`src/rtl/core/tarc_pkg.sv`:
```
package tarc_pkg;

  // Config register file geometry
  localparam int unsigned CFG_IDX_W  = 8;
  localparam int unsigned CFG_DATA_W = 8;

  // Register indexes
  localparam logic [CFG_IDX_W-1:0] REG_SETTLE_TICKS = 8'd0;
  localparam logic [CFG_IDX_W-1:0] REG_HOLD_TICKS   = 8'd1;
  localparam logic [CFG_IDX_W-1:0] REG_REPEAT_TICKS = 8'd2;
  localparam logic [CFG_IDX_W-1:0] REG_TICKS_PER_S  = 8'd3;

  // Register reset values
  localparam logic [CFG_DATA_W-1:0] RST_SETTLE_TICKS = 8'd1;
  localparam logic [CFG_DATA_W-1:0] RST_HOLD_TICKS   = 8'd10;
  localparam logic [CFG_DATA_W-1:0] RST_REPEAT_TICKS = 8'd2;
  localparam logic [CFG_DATA_W-1:0] RST_TICKS_PER_S  = 8'd20;

  typedef enum logic [2:0] {
    ST_START    = 3'd0,
    ST_INIT     = 3'd1,
    ST_WAIT     = 3'd2,
    ST_SETTLE   = 3'd3,
    ST_HOLD     = 3'd4,
    ST_RATE_RUN = 3'd5,
    ST_RATE_EXP = 3'd6
  } state_e;

  typedef struct packed {
    logic [CFG_DATA_W-1:0] settle_ticks;
    logic [CFG_DATA_W-1:0] hold_ticks;
    logic [CFG_DATA_W-1:0] repeat_ticks;
    logic [CFG_DATA_W-1:0] ticks_per_second;
  } cfg_t;

  typedef struct packed {
    logic       advance_second;
    logic       inc_dec;
    logic       clear_touch;
    logic [2:0] state_code;
  } result_t;

endpackage

```
`src/rtl/core/tarc_cfg.sv`:
```
module tarc_cfg
  import tarc_pkg::*;
(
  input  logic                  clk_i,
  input  logic                  rst_ni,
  input  logic                  cfg_valid_i,
  output logic                  cfg_ready_o,
  input  logic [CFG_IDX_W-1:0]  cfg_index_i,
  input  logic [CFG_DATA_W-1:0] cfg_data_i,
  output cfg_t                  cfg_o
);

  cfg_t cfg_q;

  assign cfg_ready_o = 1'b1;
  assign cfg_o       = cfg_q;

  // Out-of-range indexes are dropped
  always_ff @(posedge clk_i or negedge rst_ni) begin
    if (!rst_ni) begin
      cfg_q.settle_ticks     <= RST_SETTLE_TICKS;
      cfg_q.hold_ticks       <= RST_HOLD_TICKS;
      cfg_q.repeat_ticks     <= RST_REPEAT_TICKS;
      cfg_q.ticks_per_second <= RST_TICKS_PER_S;
    end else if (cfg_valid_i) begin
      case (cfg_index_i)
        REG_SETTLE_TICKS: cfg_q.settle_ticks     <= cfg_data_i;
        REG_HOLD_TICKS:   cfg_q.hold_ticks       <= cfg_data_i;
        REG_REPEAT_TICKS: cfg_q.repeat_ticks     <= cfg_data_i;
        REG_TICKS_PER_S:  cfg_q.ticks_per_second <= cfg_data_i;
        default: ;
      endcase
    end
  end

endmodule

```
`src/rtl/core/tarc_step.sv`:
```
module tarc_step
  import tarc_pkg::*;
#(
  parameter int unsigned COUNT_BITS = 8
) (
  input  state_e                state_i,
  input  logic [COUNT_BITS-1:0] settle_cnt_i,
  input  logic [COUNT_BITS-1:0] hold_cnt_i,
  input  logic [COUNT_BITS-1:0] rate_cnt_i,
  input  logic [COUNT_BITS-1:0] prescale_i,
  input  logic                  touched_i,
  input  cfg_t                  cfg_i,
  output state_e                state_o,
  output logic [COUNT_BITS-1:0] settle_cnt_o,
  output logic [COUNT_BITS-1:0] hold_cnt_o,
  output logic [COUNT_BITS-1:0] rate_cnt_o,
  output logic [COUNT_BITS-1:0] prescale_o,
  output result_t               result_o
);

  localparam int unsigned CmpW = (COUNT_BITS > CFG_DATA_W) ? COUNT_BITS : CFG_DATA_W;
  localparam logic [COUNT_BITS-1:0] CntMax = {COUNT_BITS{1'b1}};

  function automatic logic [COUNT_BITS-1:0] sat_inc(input logic [COUNT_BITS-1:0] c);
    sat_inc = (c == CntMax) ? c : c + 1'b1;
  endfunction

  // Done once the count reaches the limit or pins at saturation
  function automatic logic expired(input logic [COUNT_BITS-1:0] c,
                                   input logic [CFG_DATA_W-1:0] lim);
    expired = (CmpW'(c) >= CmpW'(lim)) || (c == CntMax);
  endfunction

  always_comb begin
    state_o      = state_i;
    settle_cnt_o = settle_cnt_i;
    hold_cnt_o   = hold_cnt_i;
    rate_cnt_o   = rate_cnt_i;
    prescale_o   = prescale_i;
    result_o     = '0;

    case (state_i)
      ST_START: begin
        state_o = ST_INIT;
      end
      ST_INIT: begin
        state_o = touched_i ? ST_WAIT : ST_INIT;
      end
      ST_WAIT: begin
        settle_cnt_o = '0;
        hold_cnt_o   = '0;
        rate_cnt_o   = '0;
        prescale_o   = sat_inc(prescale_i);
        if (expired(prescale_o, cfg_i.ticks_per_second)) begin
          result_o.advance_second = 1'b1;
          prescale_o              = '0;
        end
        if (touched_i) begin
          state_o              = ST_SETTLE;
          result_o.clear_touch = 1'b1;
        end
      end
      ST_SETTLE: begin
        settle_cnt_o = sat_inc(settle_cnt_i);
        if (expired(settle_cnt_o, cfg_i.settle_ticks)) begin
          if (touched_i) begin
            state_o = ST_HOLD;
          end else begin
            state_o          = ST_WAIT;
            result_o.inc_dec = 1'b1;
          end
        end
      end
      ST_HOLD: begin
        hold_cnt_o = sat_inc(hold_cnt_i);
        if (!touched_i) begin
          state_o          = ST_WAIT;
          result_o.inc_dec = 1'b1;
        end else if (expired(hold_cnt_o, cfg_i.hold_ticks)) begin
          state_o          = ST_RATE_RUN;
          result_o.inc_dec = 1'b1;
        end
      end
      ST_RATE_RUN: begin
        rate_cnt_o = sat_inc(rate_cnt_i);
        if (!touched_i) begin
          state_o = ST_WAIT;
        end else if (expired(rate_cnt_o, cfg_i.repeat_ticks)) begin
          state_o = ST_RATE_EXP;
        end
      end
      ST_RATE_EXP: begin
        rate_cnt_o = '0;
        if (touched_i) begin
          state_o          = ST_RATE_RUN;
          result_o.inc_dec = 1'b1;
        end else begin
          state_o = ST_WAIT;
        end
      end
      default: begin
        state_o = ST_START;
      end
    endcase

    result_o.state_code = state_o;
  end

endmodule

```
`src/rtl/core/touch_auto_repeat_controller_core.sv`:
```
// Touch auto-repeat (typematic) controller.
// Input channel: one transfer per tick, carrying the sampled touch level on
// touched_i. Every accepted tick yields exactly one result transfer with the
// advance_second, inc_dec and clear_touch pulses and the state after the tick.
// Latency: the result is valid the cycle after the input transfer.
// Throughput: one tick per clock unless the output stalls; the whole update is
// a single pass of the step logic between the state and output registers.
// Stall: the output register holds the pending result; a new tick is taken in
// the same cycle the old result leaves, so in_ready_o = !out_valid || ready.
// While the receiver stalls with a result pending, input is back-pressured.
// Config port: always ready, index 0..3 = settle, hold, repeat, ticks/second;
// other indexes are ignored. Write only while the block is idle.
// Reset: state returns to start, all counters and the seconds prescaler clear,
// registers return to 1, 10, 2, 20, and no result is pending.
module touch_auto_repeat_controller_core
  import tarc_pkg::*;
#(
  parameter int unsigned COUNT_BITS = 8
) (
  input  logic                  clk_i,
  input  logic                  rst_ni,
  // tick input
  input  logic                  in_valid_i,
  output logic                  in_ready_o,
  input  logic                  touched_i,
  // result output
  output logic                  out_valid_o,
  input  logic                  out_ready_i,
  output logic                  advance_second_o,
  output logic                  inc_dec_o,
  output logic                  clear_touch_o,
  output logic [2:0]            state_code_o,
  // config write
  input  logic                  cfg_valid_i,
  output logic                  cfg_ready_o,
  input  logic [CFG_IDX_W-1:0]  cfg_index_i,
  input  logic [CFG_DATA_W-1:0] cfg_data_i
);

  cfg_t cfg;

  // Controller state
  state_e                state_q, state_d;
  logic [COUNT_BITS-1:0] settle_cnt_q, settle_cnt_d;
  logic [COUNT_BITS-1:0] hold_cnt_q, hold_cnt_d;
  logic [COUNT_BITS-1:0] rate_cnt_q, rate_cnt_d;
  logic [COUNT_BITS-1:0] prescale_q, prescale_d;

  // Output register
  logic    out_valid_q;
  result_t result_q, result_d;

  logic in_xfer;

  tarc_cfg u_cfg (
    .clk_i       (clk_i),
    .rst_ni      (rst_ni),
    .cfg_valid_i (cfg_valid_i),
    .cfg_ready_o (cfg_ready_o),
    .cfg_index_i (cfg_index_i),
    .cfg_data_i  (cfg_data_i),
    .cfg_o       (cfg)
  );

  tarc_step #(
    .COUNT_BITS (COUNT_BITS)
  ) u_step (
    .state_i      (state_q),
    .settle_cnt_i (settle_cnt_q),
    .hold_cnt_i   (hold_cnt_q),
    .rate_cnt_i   (rate_cnt_q),
    .prescale_i   (prescale_q),
    .touched_i    (touched_i),
    .cfg_i        (cfg),
    .state_o      (state_d),
    .settle_cnt_o (settle_cnt_d),
    .hold_cnt_o   (hold_cnt_d),
    .rate_cnt_o   (rate_cnt_d),
    .prescale_o   (prescale_d),
    .result_o     (result_d)
  );

  // Take a tick whenever the output slot is empty or draining this cycle
  assign in_ready_o = !out_valid_q || out_ready_i;
  assign in_xfer    = in_valid_i && in_ready_o;

  always_ff @(posedge clk_i or negedge rst_ni) begin
    if (!rst_ni) begin
      state_q      <= ST_START;
      settle_cnt_q <= '0;
      hold_cnt_q   <= '0;
      rate_cnt_q   <= '0;
      prescale_q   <= '0;
    end else if (in_xfer) begin
      state_q      <= state_d;
      settle_cnt_q <= settle_cnt_d;
      hold_cnt_q   <= hold_cnt_d;
      rate_cnt_q   <= rate_cnt_d;
      prescale_q   <= prescale_d;
    end
  end

  always_ff @(posedge clk_i or negedge rst_ni) begin
    if (!rst_ni) begin
      out_valid_q <= 1'b0;
    end else if (in_xfer) begin
      out_valid_q <= 1'b1;
    end else if (out_ready_i) begin
      out_valid_q <= 1'b0;
    end
  end

  // Payload needs no reset; qualified by out_valid_q
  always_ff @(posedge clk_i) begin
    if (in_xfer) begin
      result_q <= result_d;
    end
  end

  assign out_valid_o      = out_valid_q;
  assign advance_second_o = result_q.advance_second;
  assign inc_dec_o        = result_q.inc_dec;
  assign clear_touch_o    = result_q.clear_touch;
  assign state_code_o     = result_q.state_code;

endmodule

```
`config.mk`:
```
export PLATFORM = sky130hd
export DESIGN_NAME = touch_auto_repeat_controller_core
export DESIGN_NICKNAME = d
export VERILOG_FILES = /design/src/rtl/core/tarc_pkg.sv /design/src/rtl/core/tarc_cfg.sv /design/src/rtl/core/tarc_step.sv /design/src/rtl/core/touch_auto_repeat_controller_core.sv
export SDC_FILE = /design/constraint.sdc
export NUM_CORES = 1
export LEC_CHECK = 0
export BUFFER_PORTS_ARGS = -buffer_cell sky130_fd_sc_hd__clkbuf_2
export CAP_MARGIN = 5
export CORE_MARGIN = 2
export CORE_UTILIZATION = 45
export CTS_BUF_LIST = sky130_fd_sc_hd__clkbuf_8
export DETAILED_ROUTE_END_ITERATION = 10
export GPL_TIMING_DRIVEN = 0
export PLACE_DENSITY = 0.64
export SKIP_CTS_REPAIR_TIMING = 1
export SLEW_MARGIN = 20
export SYNTH_ARGS = -nofsm -noshare
export SYNTH_HDL_FRONTEND = slang
export SYNTH_SLANG_ARGS = --single-unit
export TNS_END_PERCENT = 5
```
`constraint.sdc`:
```
create_clock -name clk_i -period 8.05 [get_ports clk_i]
set_input_delay 1.61 -clock clk_i [delete_from_list [all_inputs] [get_ports clk_i]]
set_output_delay 1.61 -clock clk_i [all_outputs]
set_load 0.01 [all_outputs]
```
==> results of run 1 <==
## cell families after synthesis
logic type	after synthesis	synth area share (%)
xor+xnor	9	1.63
buf+inv	55	4.86
mux	30	6.90
other cells	1	0.0774
flops	74	39.0
compound gates	133	18.3
simple gates	172	19.9
fa+ha+maj	36	9.30
## layout by cell type, fill, tap and decap left out, types with 10 or more instances in the layout
cell | synthesis | layout
dfrtp_1 | 62 | 62
nand2_1 | 54 | 54
inv_1 | 36 | 36
ha_1 | 36 | 36
a21oi_1 | 32 | 32
clkbuf_2 | 1 | 29
nor2_1 | 26 | 26
mux2_2 | 26 | 26
o21ai_0 | 26 | 26
a22o_1 | 21 | 21
nand3_1 | 19 | 19
buf_2 | 13 | 13
nand2b_1 | 12 | 12
a21o_1 | 11 | 11
and3_1 | 10 | 10
## area by class of cell
| type | count | area (um2) |
|---|---|---|
| Buffer | 19 | 100 |
| Clock buffer | 9 | 124 |
| Clock inverter | 7 | 93.8 |
| Fill cell | 979 | 4960 |
| Inverter | 36 | 135 |
| Multi-Input combinational cell | 381 | 2720 |
| Sequential cell | 74 | 1890 |
| Tap cell | 136 | 170 |
| Timing Repair Buffer | 30 | 175 |
## worst min-delay path by stage
stage / start / endpoint / slack, ps / depth (start not counted)
6_report: u_cfg.cfg_o[6] / u_cfg.cfg_o[6] / 510 / 1
5_1_grt: u_cfg.cfg_o[20] / u_cfg.cfg_o[20] / 530 / 1
4_1_cts: u_cfg.cfg_o[6] / u_cfg.cfg_o[6] / 510 / 1
3_5_place_dp: u_cfg.cfg_o[6] / u_cfg.cfg_o[6] / 490 / 1
3_3_place_gp: u_cfg.cfg_o[3] / u_cfg.cfg_o[3] / 490 / 1
2_1_floorplan: u_cfg.cfg_o[1] / u_cfg.cfg_o[1] / 480 / 1
## flip-flops by register name, indices dropped and copies added, names as in the netlist
name              count
advance_second_o      1
clear_touch_o         1
hold_cnt_q            8
inc_dec_o             1
out_valid_o           1
prescale_q            8
rate_cnt_q            8
settle_cnt_q          8
state_code_o          3
state_q               3
u_cfg.cfg_o          32
## power groups by stage
stage	Clock (mW)	Sequential, mW	Combinational (mW)
finish	0.323	0.453	0.349
global route	0.346	0.461	0.399
CTS	0.330	0.453	0.352
detailed placement	0	0.460	0.349
global placement	0	0.458	0.337
floorplan	0	0.453	0.258
## through the flow
step                      power, mW  hold WS (ps)  worst slack (ps)
final                          1.13           510              4450
after global routing           1.21           527              4430
after CTS                      1.13           513              4440
after detailed placement      0.809           495              4440
after global placement        0.795           489              4450
after floorplan               0.711           479              4640
## worst max-delay path: cells and delay by family
family	cells	cell delay [ps]
buffers and inverters	2	200
AND/OR/NAND/NOR	1	180
## layer usage
layer	GRT usage (%)	up-vias	part of all wire (%)
met2	32.5	77	47
met4	7.14	0	1.9
met1	27.9	1859	48
li1	-	1933	-
met5	0	-	0
met3	2.91	15	3.3
==> flow_summary.ini, run 1 <==
[clock_tree]
path_clk_slew_ps = 80
clock_path_buffers = 2
htree_levels = 3
tritoncts.num_buffers = 9
worstSkewPairLatency_ps = 360
tritoncts = yes
clock_sink_count = 74
ctsRootBufferMaster = clkbuf_8

[job]
max-cap-violations = 0

[critical_path]
crit_path_frequent_cell = clkbuf_2
worst_setup_path_start_kind = input port
setup.worst_path.end_class = output pin
timing.critical_path.arrival_ps = 1990
crit_path_top_delay_cell = nand2b_2
worstRegToRegCells = 12
crit_required_ps = 6440
timing.setup.critical_path_class = in -> out
crit_path_start = out_ready_i
critical_path.endpoint = in_ready_o
regToRegStartpoint = hold_cnt_q[0]
worst-r2r-setup-slack_ps = 4720
worstPathMaxFanout = 3
reg2reg_to = state_code_o[0]
critical_path.cell_chain = clkbuf_2 > nand2b_2 > clkbuf_2
cp_slowest_stage_delay_ps = 180

[floorplan]
fp.dieArea_um2 = 11600
num_io_pins = 31
initial_utilization_pct = 46.7
fp.dieW_um = 108
die-height_um = 108
design.core.area_um2 = 10400
floorplan.rows = 37

[global_routing]
grt_pass1_vias = 3758
pin_count_of_the_biggest_net_entering_global_routing = 52
grt_use_total_pct = 20.2
globalRoute.totalOverflow = 0
global_route_wire_length_before_repair_um = 18500
antenna_violations_before_repair = 0

[power_and_ir_drop]
p_leak_nw = 2.52
vdd.ir_drop.worst_mv = 0.149
power_frac_seq_pct = 40.3
swShare_pct = 34.4
power.internal_mw = 0.738
p_clk_share_pct = 28.7
p_sw_mw = 0.388
combPwrFrac_pct = 31.0
pwr_density_cell_nw_per_um2 = 208

[min_path]
hold_path_class = reg -> reg

[layout]
layout.core_utilization_pct = 52.1
fraction_of_layout_cells_with_a_size_suffix_above_1_pct = 20.7
fin_cells = 692
final_nets = 609
design_area_um2 = 5410
diodes = 0
synthesis_to_layout_area_growth_pct = 11.6

[timing]
finalMaxSlewViolations = 0
fraction_of_the_cycle_the_final_worst_path_needs_pct = 44.8
finalWorstPathRequiredPeriod_ps = 3600
max_slew.worst_pin.slew_ps = 934
count_of_final_setup_violators = 0
timing.max_slew.rel_slack_pct = 37.3
grt_setup_unrepaired = no
final-hold-violation-count = 0
fin_worst_skew_ps = 10.9
timing.fmax_mhz = 278
setup_tns_ps = 0

[detailed_routing]
detailedRoute.firstPassIterationCount = 5
wirelength_um = 10800
wl_per_cell_um = 15.6
drc = 0
number_of_routed_nets_with_antenna_violations = 0
vias_per_cell = 5.61
num_vias = 3884
detail_route.iter0.violations = 145

[placed_design]
place.detailed.instances = 676
total_placed_instance_area_um2 = 5190
number_of_port_buffers = 29
hpwl_reported_at_the_end_of_detailed_placement_um = 7970
routabilityCongestion = 0.870

[logic_synthesis]
synthesized_flop_and_latch_total = 74
synth.top_cells.by_count = 62 x dfrtp_1, 54 x nand2_1, 36 x ha_1, 36 x inv_1, 32 x a21oi_1
async_reset_ff_share_pct = 91.9
ys.warnings.count = 0
seq_area_frac_synth_pct = 39.0
cell_with_the_most_instances_after_synthesis = dfrtp_1
post_synth_top_area_cell = dfrtp_1
synth.top_cells.by_area = dfrtp_1 32%, ha_1 9.3%, mux2_2 6.0%
synth-main-ff-cell = dfrtp_1
number_of_enable_type_register_cells_in_the_synthesized_netlist = 6
post_synth_inst_count = 510
syn-num-nets = 568
synth_top_area_share_pct = 32.0
postSynthAreaPerCell_um2 = 9.50
mappedNetlistArea_um2 = 4840
yosysUniqueCellTypes = 67

[outcome]
status = finished, final reports clean
Note: power is estimated with default switching activity, not from simulation.
==> run 2: changes to the inputs <==
Settings changed: PLACE_DENSITY 0.64 to 0.66.
Clock period 8.05 ns to 3.2 ns, I/O delays scaled along.
==> flow_summary.ini, run 2 (same netlist as run 1, synthesis figures left out) <==
[clock_tree]
path_clk_slew_ps = 80
ctsRootBufferMaster = clkbuf_8
worstSkewPairLatency_ps = 360
tritoncts.num_buffers = 9
tritoncts = yes
clock_path_buffers = 2
htree_levels = 3
clock_sink_count = 74

[floorplan]
die-height_um = 108
fp.dieW_um = 108
floorplan.rows = 37
num_io_pins = 31
design.core.area_um2 = 10400
fp.dieArea_um2 = 11600
initial_utilization_pct = 46.7

[timing]
final_setup_margin_ps = 151
timing.fmax_mhz = 328
fraction_of_the_cycle_the_final_worst_path_needs_pct = 95.3
finalWorstPathRequiredPeriod_ps = 3050
timing.max_slew.rel_slack_pct = 37.1
finalMaxSlewViolations = 0
fin_worst_skew_ps = 11.5
final-hold-violation-count = 0
count_of_final_setup_violators = 0
max_slew.worst_pin.slew_ps = 936
min_hold_slack_ps = 308
setup_tns_ps = 0

[detailed_routing]
wl_per_cell_um = 16.0
number_of_routed_nets_with_antenna_violations = 0
detailedRoute.firstPassIterationCount = 5
detail_route.iter0.violations = 271
wirelength_um = 11100
num_vias = 3985
vias_per_cell = 5.73
drc = 0

[critical_path]
setup.worst_path.end_class = flop
timing.critical_path.arrival_ps = 3150
worst_setup_path_start_kind = flop
worstPathMaxFanout = 5
crit_required_ps = 3300
timing.setup.critical_path_class = reg -> reg

[global_routing]
globalRoute.totalOverflow = 0
antenna_violations_before_repair = 0
pin_count_of_the_biggest_net_entering_global_routing = 44
global_route_wire_length_before_repair_um = 18200
grt_use_total_pct = 20.2
grt_pass1_vias = 3751

[placed_design]
total_placed_instance_area_um2 = 5180
routabilityCongestion = 0.910
post-place-ws_ps = -76.9
place.detailed.instances = 676
number_of_port_buffers = 29
hpwl_reported_at_the_end_of_detailed_placement_um = 8310

[outcome]
status = finished, final reports clean

[layout]
fin_cells = 695
diodes = 0
design_area_um2 = 5480
leading_cell_type_in_the_layout_fill_and_taps_excluded = dfrtp_1
fillerInstances = 984
fraction_of_layout_cells_with_a_size_suffix_above_1_pct = 23.8
synthesis_to_layout_area_growth_pct = 13.1
largest_register_ffs = 32
layout.core_utilization_pct = 52.8
top_library_cells_by_usage_in_the_layout_fill_and_taps_aside = 58 x dfrtp_1, 54 x nand2_1, 37 x inv_1, 33 x ha_1, 31 x a21oi_1
final_nets = 612

[power_and_ir_drop]
vdd.ir_drop.worst_mv = 0.204
pwr_density_cell_nw_per_um2 = 515
p_leak_nw = 2.53
finalPower_mw = 2.82

[min_path]
hold_path_class = in -> async

[job]
max-cap-violations = 0
## run 2: cell type report
cell class | instances | area (um2) | share of cell area [%]
inverters | 36 | 135 | 2.47
multi-input cells | 381 | 2790 | 51.0
plain buffers | 19 | 100 | 1.83
repair buffers | 33 | 190 | 3.47
flip-flops and latches | 74 | 1890 | 34.6
clock buffers | 9 | 124 | 2.26
well taps | 136 | 170 | 3.11
clock inverters | 7 | 70.1 | 1.28
## run 2: worst paths after layout
check,startpoint,end,slack (ps),depth (start not counted)
setup / recovery,hold_cnt_q[0],state_code_o[0],150,11
hold / removal,rst_ni,hold_cnt_q[0],310,1
setup reg to reg,hold_cnt_q[0],state_code_o[0],150,11
hold reg to reg,u_cfg.cfg_o[10],u_cfg.cfg_o[10],510,1
max in group asynchronous,rst_ni,settle_cnt_q[1],2320,2
min in group clk_i,in_valid_i,out_valid_o,490,2
## run 2: critical path: stages (launching register included)
cell and delay [ps]:
dfrtp_2 450, buf_4 160, and3_1 230, and2_1 210, nand3_1 100, mux2_2 350
ha_1 290, a21oi_1 140, o21ai_1 110, a211oi_2 230, o32ai_2 130, a221o_1 380
## run 2: where the power goes
group / switching (mW) / internal (mW)
Clock: 0.376 / 0.360
Sequential: 0.0963 / 1.05
Combinational: 0.536 / 0.400
Total: 1.01 / 1.81
## run 2: layer usage
layer  share of wire [%]  track usage [%]  up-vias
met5                   0                0        -
met1                  47             26.9     1950
met2                  47             31.8       85
li1                    -                -     1933
met4                 2.2             9.80        0
met3                 3.5             3.63       17
==> run 3: changes to the inputs <==
Settings changed: CTS_BUF_LIST sky130_fd_sc_hd__clkbuf_8 to not set, RECOVER_POWER set to 50.
==> flow_summary.ini, run 3 (same netlist as run 1, synthesis figures left out) <==
[outcome]
status = complete, but fails checks
violated_checks = max-capacitance violations, max-slew violations

[floorplan]
initial_utilization_pct = 46.7
floorplan.rows = 37
die-height_um = 108
design.core.area_um2 = 10400
fp.dieArea_um2 = 11600
fp.dieW_um = 108
num_io_pins = 31

[layout]
diodes = 0
fin_cells = 695
fillerInstances = 987
total_area_of_multi_input_combinational_cells_um2 = 2790
final_nets = 612
top_library_cells_by_usage_in_the_layout_fill_and_taps_aside = 58 x dfrtp_1, 54 x nand2_1, 36 x inv_1, 33 x ha_1, 31 x a21oi_1
leading_cell_type_in_the_layout_fill_and_taps_excluded = dfrtp_1
synthesis_to_layout_area_growth_pct = 12.7
largest_register_ffs = 32
design_area_um2 = 5460
layout.core_utilization_pct = 52.6
ff_latch_area_um2 = 1890
fraction_of_layout_cells_with_a_size_suffix_above_1_pct = 22.4

[timing]
max_slew.worst_pin.slew_ps = 2430
count_of_final_setup_violators = 0
finalMaxSlewViolations = 43
finalWorstPathRequiredPeriod_ps = 3050
final_setup_margin_ps = 153
timing.fmax_mhz = 328
fin_worst_skew_ps = 11.8
timing.max_slew.rel_slack_pct = -61.8
final-hold-violation-count = 0
fraction_of_the_cycle_the_final_worst_path_needs_pct = 95.2

[power_and_ir_drop]
p_leak_nw = 2.51
pwr_density_cell_nw_per_um2 = 516
vdd.ir_drop.worst_mv = 0.204

[placed_design]
routabilityCongestion = 0.910
number_of_port_buffers = 29
hpwl_reported_at_the_end_of_detailed_placement_um = 8310
total_placed_instance_area_um2 = 5180
place.detailed.instances = 676
post-place-ws_ps = -76.9

[global_routing]
globalRoute.totalOverflow = 0
grt_use_total_pct = 20.2
grt_pass1_vias = 3751
pin_count_of_the_biggest_net_entering_global_routing = 44
global_route_wire_length_before_repair_um = 18200
antenna_violations_before_repair = 0

[min_path]
hold_path_class = in -> reg
timing.hold.worst.start = in_valid_i

[clock_tree]
tritoncts = yes
tritoncts.num_buffers = 9
htree_levels = 3
clock_sink_count = 74
worstSkewPairLatency_ps = 370
clock_path_buffers = 2
path_clk_slew_ps = 80
ctsRootBufferMaster = clkbuf_8

[critical_path]
crit_required_ps = 3310
reg2reg_to = state_code_o[0]
setup.worst_path.end_class = flop
crit_path_start = hold_cnt_q[0]
cp_slowest_stage_delay_ps = 450
critical_path.cell_chain = buf_4 > and3_1 > and2_1 > nand3_1 > mux2_2 > ha_1 > a21oi_1 > o21ai_1 > a211oi_2 > o32ai_2 > a221o_1
timing.setup.critical_path_class = reg -> reg
crit_path_top_delay_cell = dfrtp_2
timing.critical_path.arrival_ps = 3150
worst_setup_path_start_kind = flop
worstPathMaxFanout = 5
regToRegStartpoint = hold_cnt_q[0]
critical_path.endpoint = state_code_o[0]
worstRegToRegCells = 11
worst-r2r-setup-slack_ps = 150

[detailed_routing]
vias_per_cell = 5.74
detail_route.iter0.violations = 277
wl_per_cell_um = 16.0
detailedRoute.firstPassIterationCount = 5
num_vias = 3991
drc = 0
number_of_routed_nets_with_antenna_violations = 0
wirelength_um = 11100

[job]
max-cap-violations = 1
[run 3: how the worst min path moves through the flow]
stage	to	slack [ps]	cells after the start
floorplan	hold_cnt_q[0]	340	0
global route	out_valid_o	510	2
CTS	prescale_q[0]	330	1
global placement	u_cfg.cfg_o[15]	490	1
detailed placement	u_cfg.cfg_o[10]	490	1
finish	out_valid_o	490	2
[run 3: layout make-up]
| class | count | share of cell area, % |
|---|---|---|
| sequential | 74 | 34.7 |
| clock buffer | 10 | 2.34 |
| inverter | 36 | 2.48 |
| timing repair buffer | 33 | 3.28 |
| clock inverter | 6 | 1.21 |
| multi-input combinational | 381 | 51.0 |
| tap | 136 | 3.12 |
| buffer | 19 | 1.83 |
[run 3: power breakdown]
group	switching (mW)	internal, mW	leakage [nW]	total (mW)
logic	0.535	0.396	1.49	0.931
registers	0.0935	1.05	0.919	1.14
clock network	0.378	0.363	0.101	0.741
total	1.01	1.81	2.51	2.82
[run 3: metal layers]
metal	routed length [um]	vias up	share of wire, %	track usage [%]
li1	-	1934	-	-
met1	5240	1953	47	26.9
met2	5180	86	47	31.8
met3	426	18	3.8	3.63
met4	262	0	2.4	9.80
met5	0	-	0	0
[run 3: stage by stage]
| stage | hold WS, ps | setup TNS (ps) | total power, mW |
|---|---|---|---|
| CTS | 330 | -156 | 2.79 |
| global placement | 491 | -5.17 | 2.00 |
| detailed placement | 494 | -128 | 2.05 |
| global route | 511 | -1.11 | 3.00 |
| floorplan | 344 | 0 | 1.79 |
| finish | 489 | 0 | 2.82 |
[run 3: worst max-delay path, delay by kind of cell (launching register included)]
kind / cells / cell delay, ps
compound gates: 5 / 990
flops: 1 / 450
simple gates: 3 / 540
mux: 1 / 350
fa+ha+maj: 1 / 290
buf+inv: 1 / 160
